[config.mk]
export PLATFORM = sky130hd
export DESIGN_NAME = voi_ctrl
export DESIGN_NICKNAME = d
export VERILOG_FILES = /design/src/hdl/voi_pkg.sv /design/src/hdl/voi_ctrl.sv
export SDC_FILE = /design/constraint.sdc
export NUM_CORES = 1
export LEC_CHECK = 0
export BUFFER_PORTS_ARGS = -buffer_cell sky130_fd_sc_hd__buf_2
export CAP_MARGIN = 10
export CELL_PAD_IN_SITES_DETAIL_PLACEMENT = 0
export CELL_PAD_IN_SITES_GLOBAL_PLACEMENT = 1
export CORE_AREA = 4 4 41 43
export DETAILED_ROUTE_END_ITERATION = 12
export DIE_AREA = 0 0 45 47
export PLACE_DENSITY = 0.4
export SYNTH_ARGS = -nofsm -noshare
export SYNTH_HDL_FRONTEND = slang
export SYNTH_SLANG_ARGS = --single-unit
[constraint.sdc]
create_clock -name clk -period 1.33 [get_ports clk]
set_input_delay 0.133 -clock clk [delete_from_list [all_inputs] [get_ports clk]]
set_output_delay 0.133 -clock clk [all_outputs]
set_load 0.02 [all_outputs]
[src/hdl/voi_pkg.sv]
// voi_pkg: shared constants and controller/datapath interface types
// for the voxel octree insert core. No dependencies.
`default_nettype none

package voi_pkg;

	// node word layout: solid bit, eight child flags, child block base above
	localparam int SOLID_POS   = 0;
	localparam int FLAG_LSB    = 1;
	localparam int CHILD_LSB   = 9;
	localparam int BLOCK_NODES = 8;
	localparam int ROOT_INDEX  = 1;
	localparam int OCT_W       = 3;

	localparam int COORD_W      = 12;
	localparam int CFG_W        = 4;
	localparam int LEAF_W       = 12;
	localparam int USED_W       = 13;
	localparam int BLOCKS_W     = 4;
	localparam logic [CFG_W-1:0] LEVELS_RESET = 4'd10;

	typedef struct packed {
		logic accept;   // latch coordinates, issue root read
		logic capture;  // take node word from read port
		logic step;     // update parent, move to child
		logic finish;   // write back current node, post result
	} voi_cmd_t;

	typedef struct packed {
		logic last;       // no levels left
		logic pool_full;  // block needed but pool exhausted
	} voi_status_t;

endpackage

`default_nettype wire

[src/hdl/voi_ctrl.sv]
// voi_ctrl: sequencing state machine for the octree insert.
// Depends on voi_pkg for the command and status structs.
`default_nettype none

module voi_ctrl
	import voi_pkg::*;
(
	input  wire logic        clk,
	input  wire logic        arst_n,
	input  wire logic        start,
	output logic             busy,
	input  wire voi_status_t status,
	output voi_cmd_t         cmd
);

	localparam logic [1:0] ST_IDLE = 2'd0;
	localparam logic [1:0] ST_CAPT = 2'd1;
	localparam logic [1:0] ST_STEP = 2'd2;

	logic [1:0] state_q;
	logic [1:0] state_d;

	always_comb begin
		state_d = state_q;
		cmd     = '0;
		unique case (state_q)
			ST_IDLE: begin
				if (start) begin
					cmd.accept = 1'b1;
					state_d    = ST_CAPT;
				end
			end
			ST_CAPT: begin
				cmd.capture = 1'b1;
				state_d     = ST_STEP;
			end
			ST_STEP: begin
				if (status.last || status.pool_full) begin
					cmd.finish = 1'b1;
					state_d    = ST_IDLE;
				end else begin
					cmd.step = 1'b1;
					state_d  = ST_CAPT;
				end
			end
			default: begin
				state_d = ST_IDLE;
			end
		endcase
	end

	always_ff @(posedge clk or negedge arst_n) begin
		if (!arst_n) begin
			state_q <= ST_IDLE;
		end else begin
			state_q <= state_d;
		end
	end

	assign busy = (state_q != ST_IDLE);

endmodule

`default_nettype wire

==> results of run 1 <==
power by group:
part | leakage, uW | internal (uW) | switching, uW
clock network | 0.0000138 | 99.2 | 30.4
registers | 0.0000256 | 82.7 | 38.0
logic | 0.0000748 | 93.1 | 97.9
total | 0.000114 | 275 | 166
cells in the mapped netlist, drive strengths merged:
| cell type | instances | share of area, % |
|---|---|---|
| and2b | 2 | 13 |
| buf | 1 | 5.6 |
| dfrtp | 2 | 37 |
| nor2 | 1 | 2.8 |
| nor3b | 2 | 15 |
| nor4b | 1 | 18 |
| or2 | 2 | 9.3 |
worst paths after layout:
kind | slack (ns) | from | cells past startpoint | end
setup / recovery | 0.08 | state_q[0] | 2 | busy
hold / removal | 0.23 | arst_n | 2 | state_q[1]
setup reg to reg | 0.41 | state_q[1] | 2 | state_q[0]
hold reg to reg | 0.67 | state_q[0] | 1 | state_q[1]
max in group asynchronous | 1.00 | arst_n | 2 | state_q[0]
min in group clk | 0.30 | start | 3 | state_q[0]
layout make-up:
cell class                      count  area [um2]
Fill cell                         152        1077
Tap cell                           15       18.77
Clock buffer                        3       22.52
Sequential cell                     2       50.05
Multi-Input combinational cell      8       77.57
Timing Repair Buffer               10       55.05
what timing repair did:
action / CTS / global route
endpoints found under the setup margin: 0 / 0
hold endpoints to repair: 2 / 0
hold buffers: 1 / 0
resized for setup: 0 / 0
critical path: cells and delay by family (launching register included):
kind                   cells  cell delay (ns)
buffers and inverters      1             0.16
DFF                        1             0.44
and+or+nand+nor            1             0.30
kinds of logic (layout without fill, tap and decap cells):
family | after synthesis | after routing | synth area share, %
simple gates | 8 | 8 | 57.41
buf+inv | 1 | 13 | 5.558
flops | 2 | 2 | 37.04
stage by stage:
step	cells	hold WS [ns]	total power (uW)
global placement	34	-0.08308	312.3
floorplan	11	-0.1626	263.4
CTS	38	0.2236	454.6
global route	38	0.2375	488.0
finish	38	0.2287	441.3
detailed placement	34	-0.08161	312.8
layer usage:
layer,vias up,global-route usage [%],wire length (um)
met4,0,8.772,0
met1,46,3.620,149
met3,0,3.448,32
met5,-,0,0
li1,61,-,-
met2,8,3.390,125
placed cells by master (no fill, tap or decap):
| cell | synthesis | final |
|---|---|---|
| and2b_2 | 2 | 2 |
| buf_2 | 0 | 9 |
| clkbuf_4 | 0 | 3 |
| dfrtp_1 | 2 | 2 |
| dlygate4sd3_1 | 0 | 1 |
| nor2_1 | 1 | 1 |
| nor3b_1 | 1 | 1 |
| nor3b_2 | 1 | 1 |
| nor4b_4 | 1 | 1 |
| or2_1 | 1 | 1 |
| or2_2 | 1 | 1 |
==> results.cfg, run 1 <==
[drt]
drc = 0
drt_iter0_markers = 0
wl_per_cell_um = 8.053
wl_um = 306
detail-route-antenna-nets = 0
vias_per_cell = 3.026
vias = 115
firstDrtPassIters = 1

[floorplanning]
die_w_um = 45
initial_utilization_pct = 10.38
die_h_um = 47
fp.coreArea_um2 = 1301
dieArea_um2 = 2115
io_pins = 10
rows = 13

[critical_path]
end_kind = output port
crit_chain = or2_2, buf_2
crit_type = flip-flop to output port
arrival_ns = 1.12
crit_slowest_cell = dfrtp_1
crit_path_max_fanout = 6
crit_required_ns = 1.20
start_kind = flip-flop
max_stage_delay_ns = 0.44

[timing]
rsz0062_at_grt = false
fin_crit_sh_pct = 93.88
setup_viol = 0
final-hold-violation-count = 0
max_freq_ghz = 0.8009
maxSlewHeadroom_pct = 84.01
finalMaxSlewViolations = 0
min_period_ns = 1.249
tightestPinTransition_ns = 0.2399
setup_ws_ns = 0.08136
skew_ns = 0.003384
setup_tns_ns = 0

[grt]
grt_pass1_vias = 120
grt_use_total_pct = 4.101
overflow = 0
grt_start_max_net_pins = 7
grt_antenna_before_repair = 0
grt_pass1_wl_um = 483

[clock_network]
numCtsBuffers = 3
htreeDepth = 1
cts_root_buffer = clkbuf_4
clk_pin_slew_ns = 0.03
cts_sinks = 2
postCtsSetupRepairBufs = 0
clock_latency_ns = 0.22
ctsLongestPathBuffers = 2
cts_tree = done

[final_layout]
synthToLayoutAreaGrowth_pct = 65.74
largest_reg_flops = 2
regMostFlops = state_q
reg_top3 = state_q (2)
nets = 30
fin_util_pct = 17.21
fin_area_um2 = 224.0
drive_gt1_share_pct = 73.91
n_antenna_cell = 0

[yosys]
syn_inst = 11
ys_seq_elements = 2
avgSynthCellArea_um2 = 12.28
synth_cell_types = 9
syn_nets = 16
ys_seq_area_share_pct = 37.04
yosysWarnings = 0
syn_area_um2 = 135.1

[power_and_ir_drop]
powerDensity_nw_per_um2 = 1971
vdd_ir_drop_max_mv = 0.5679
total_leakage_power_uw = 0.0001143

[status]
status = completed

[min_path]
min_path_type = input port to async pin

[placement]
port_buffers = 9
placed_cell_area_um2 = 191.4
dp_hpwl_um = 229.7
place_congestion = 0.5667
dp_slack_ns = 0.3043

[job]
maxCapViolCount = 0
(Power assumes the default switching activity.)
==> run 2, diff against run 1 <==
--- a/config.mk
+++ b/config.mk
@@ -13,6 +13,7 @@
 export DETAILED_ROUTE_END_ITERATION = 12
 export DIE_AREA = 0 0 45 47
 export PLACE_DENSITY = 0.4
+export RECOVER_POWER = 25
 export SYNTH_ARGS = -nofsm -noshare
 export SYNTH_HDL_FRONTEND = slang
 export SYNTH_SLANG_ARGS = --single-unit
==> results.cfg, run 2 (same netlist as run 1, synthesis figures left out) <==
[clock_network]
cts_sinks = 2
clk_pin_slew_ns = 0.03
clock_latency_ns = 0.22
numCtsBuffers = 3
cts-resized-gates = 0
postCtsSetupRepairBufs = 0
ctsLongestPathBuffers = 2
holdBufCountCts = 1
cts_tree = done
cts_root_buffer = clkbuf_4
htreeDepth = 1

[final_layout]
fin_area_um2 = 222.7
fin_util_pct = 17.12
layout_common_cells = 8 x buf_2, 3 x clkbuf_4, 2 x and2b_2, 2 x dfrtp_1
synthToLayoutAreaGrowth_pct = 64.81
drive_gt1_share_pct = 69.57
final_common_cell = buf_2
largest_reg_flops = 2
nets = 30
reg_top3 = state_q (2)
fill_cells = 153
regMostFlops = state_q
n_antenna_cell = 0

[drt]
wl_per_cell_um = 8.026
drc = 0
vias_per_cell = 3.026
drt_iter0_markers = 0
detail-route-antenna-nets = 0
vias = 115
wl_um = 305
firstDrtPassIters = 1

[min_path]
min_path_type = input port to async pin

[timing]
setup_tns_ns = 0
finalMaxSlewViolations = 0
skew_ns = 0.003384
rsz0062_at_grt = false
setup_viol = 0
tightestPinTransition_ns = 0.2396
maxSlewHeadroom_pct = 84.02
min_period_ns = 1.249
fin_crit_sh_pct = 93.87
final-hold-violation-count = 0
max_freq_ghz = 0.8010

[floorplanning]
die_w_um = 45
dieArea_um2 = 2115
die_h_um = 47
fp.coreArea_um2 = 1301
initial_utilization_pct = 10.38
io_pins = 10
rows = 13

[grt]
busiest_layer = met4
grt_start_max_net_pins = 7
use_met1_pct = 3.620
grt_use_total_pct = 4.101
grt_pass1_wl_um = 483
grtUsageMet2_pct = 3.390
overflow = 0
grtUsageMet3_pct = 3.448
grt_antenna_before_repair = 0
grt_pass1_vias = 120

[placement]
place_congestion = 0.5667
port_buffers = 9
placed_cell_area_um2 = 191.4
dp_hpwl_um = 229.7

[critical_path]
crit_slowest_cell = dfrtp_1
r2r_cells = 2
crit_chain = or2_2, buf_2
crit_path_max_fanout = 6
end_kind = output port
timing.rr.start = state_q[1]
start_kind = flip-flop
crit_required_ns = 1.20
path_delay_family = flip-flops
arrival_ns = 1.12
reg2reg_slack_ns = 0.41
cp.buffers_inverters = 1
rr_endpoint = state_q[0]
crit_type = flip-flop to output port
max_stage_delay_ns = 0.44

[power_and_ir_drop]
internal-power_uw = 274.6
combPwrFrac_pct = 43.2
vdd_ir_drop_max_mv = 0.5678
p_seq_share_pct = 27.4
total_leakage_power_uw = 0.0001115
power.share.switching_pct = 37.72
netSwitchingPower_uw = 166.3
power_uw = 440.9
clock_power_share_pct = 29.4
powerDensity_nw_per_um2 = 1980

[status]
status = completed

[job]
maxCapViolCount = 0
run 2: layer usage:
layer  wire [um]  vias up
li1            -       61
met1         147       46
met2         124        8
met3          32        0
met4           0        0
met5           0        -
run 2: metrics by stage:
| stage | cells | hold WS, ns | worst slack (ns) |
|---|---|---|---|
| after CTS | 38 | 0.2236 | 0.06765 |
| final | 38 | 0.2284 | 0.08148 |
| after detailed placement | 34 | -0.08161 | 0.3043 |
| after floorplan | 11 | -0.1626 | 0.2122 |
| after global routing | 38 | 0.2418 | 0.002973 |
| after global placement | 34 | -0.08308 | 0.3071 |
run 2: worst max path at each step:
stage,cells past startpoint,from,end
finish,2,state_q[0],busy
detailed placement,2,state_q[0],busy
floorplan,1,state_q[0],cmd[0]
global route,2,state_q[0],cmd[0]
CTS,2,state_q[0],busy
global placement,2,state_q[0],busy
run 2: power groups by stage:
stage / clock, uW / sequential, uW / combinational, uW
final: 130 / 121 / 191
after global routing: 152 / 127 / 209
after CTS: 139 / 122 / 193
after detailed placement: 0 / 122 / 191
after global placement: 0 / 123 / 190
after floorplan: 0 / 112 / 151
run 2: final cells by class:
class / count / area [um2] / area share [%]
clock buffers: 3 / 22.52 / 10.11
repair buffers: 10 / 53.80 / 24.16
well taps: 15 / 18.77 / 8.427
flip-flops and latches: 2 / 50.05 / 22.47
multi-input cells: 8 / 77.57 / 34.83
==> run 3, diff against run 2 <==
--- a/config.mk
+++ b/config.mk
@@ -13,7 +13,8 @@
 export DETAILED_ROUTE_END_ITERATION = 12
 export DIE_AREA = 0 0 45 47
 export PLACE_DENSITY = 0.4
-export RECOVER_POWER = 25
+export RECOVER_POWER = 100
+export SETUP_SLACK_MARGIN = 0.4
 export SYNTH_ARGS = -nofsm -noshare
 export SYNTH_HDL_FRONTEND = slang
 export SYNTH_SLANG_ARGS = --single-unit
==> results.cfg, run 3 (same netlist as run 1, synthesis figures left out) <==
[grt]
grt_use_total_pct = 4.259
grt_pass1_vias = 148
grt_start_max_net_pins = 7
grt_pass1_wl_um = 538
overflow = 0
grt_antenna_before_repair = 0

[critical_path]
crit_required_ns = 1.20
end_kind = output port
crit_slowest_cell = dfrtp_2
arrival_ns = 1.13
path_delay_family = flip-flops
start_kind = flip-flop
crit_path_max_fanout = 6
crit_chain = or2_2, buf_6
crit_type = flip-flop to output port
max_stage_delay_ns = 0.45
reg2reg_slack_ns = 0.44
cp.buffers_inverters = 1

[final_layout]
synthToLayoutAreaGrowth_pct = 79.63
nets = 30
regMostFlops = state_q
drive_gt1_share_pct = 79.17
layout_common_cells = 3 x clkbuf_4, 3 x buf_2, 3 x clkbuf_2
fill_cells = 152
stdcell_count = 39
n_antenna_cell = 0
reg_top3 = state_q (2)
largest_reg_flops = 2
fin_area_um2 = 242.7

[clock_network]
cts_tree = done
clk_pin_slew_ns = 0.03
numCtsBuffers = 3
htreeDepth = 1
cts_sinks = 2
cts_root_buffer = clkbuf_4
clock_latency_ns = 0.23
ctsLongestPathBuffers = 2
postCtsSetupRepairBufs = 0

[floorplanning]
rows = 13
io_pins = 10
die_h_um = 47
fp.coreArea_um2 = 1301
die_w_um = 45
initial_utilization_pct = 10.38
dieArea_um2 = 2115

[timing]
setup_ws_ns = 0.06730
hold_ws_ns = 0.2337
maxSlewHeadroom_pct = 86.13
max_freq_ghz = 0.7920
finalMaxSlewViolations = 0
setup_tns_ns = 0
final-hold-violation-count = 0
skew_ns = 0.004248
setup_viol = 0
rsz0062_at_grt = true
min_period_ns = 1.263
fin_crit_sh_pct = 94.94
tightestPinTransition_ns = 0.2072

[job]
maxCapViolCount = 0

[placement]
dp.cells = 34
port_buffers = 9
placed_cell_area_um2 = 197.7
dp_slack_ns = 0.3205
place_congestion = 0.6352

[drt]
firstDrtPassIters = 2
detail-route-antenna-nets = 0
vias = 124
vias_per_cell = 3.179
drt_iter0_markers = 2
wl_um = 333
wl_per_cell_um = 8.538
drc = 0

[power_and_ir_drop]
powerDensity_nw_per_um2 = 2049
vdd_ir_drop_max_mv = 0.4543
total_leakage_power_uw = 0.0001129

[status]
status = completed

[min_path]
min_path_type = input port to async pin
[run 3: changes by cell type in the layout (fill, tap and decap cells not counted)]
cell and change:
buf_2 -5, buf_4 +1, buf_6 +1, clkbuf_1 +1, clkbuf_2 +3, dfrtp_1 -2, dfrtp_2 +2, nor3b_1 -1
nor3b_2 +1
[run 3: final cells by class]
type	instances	area (um2)	area share (%)
Clock buffer	4	26.28	10.82
Multi-Input combinational cell	8	82.58	34.02
Sequential cell	2	52.55	21.65
Tap cell	15	18.77	7.732
Timing Repair Buffer	10	62.56	25.77
[run 3: worst paths after layout]
kind	startpoint	endpoint	depth (start not counted)
min reg2reg	state_q[0]	state_q[1]	1
min	arst_n	state_q[0]	2
max reg2reg	state_q[0]	state_q[0]	2
min in group clk	start	state_q[0]	3
max in group asynchronous	arst_n	state_q[1]	2
max	state_q[0]	busy	2
[run 3: report_power, final]
group	switching [uW]	internal [uW]	leakage, uW	total [uW]
clock network	39.3	112	0.0000150	151
logic	103	116	0.0000750	219
registers	40.3	87.2	0.0000230	128
total	183	315	0.000113	497
[run 3: metrics by stage]
stage,power (uW),utilization [%]
2_1_floorplan,270.4,-
3_3_place_gp,320.3,15.19
3_5_place_dp,320.2,15.19
4_1_cts,545.6,19.71
5_1_grt,537.3,18.65
6_report,497.4,18.65
[run 3: timing repair]
item                       in CTS  in global routing
hold buffers                    1                  0
hold endpoints to repair        2                  0
resized for setup               8                  1
setup endpoints to repair       5                  6
pin swaps                       0                  3
[run 3: per-layer routing]
metal | share of wire, % | global-route usage [%] | vias to the layer above
li1 | - | - | 61
met1 | 47 | 4.299 | 54
met2 | 41 | 4.802 | 9
met3 | 12 | 1.149 | 0
met4 | 0 | 8.772 | 0
met5 | 0 | 0 | -
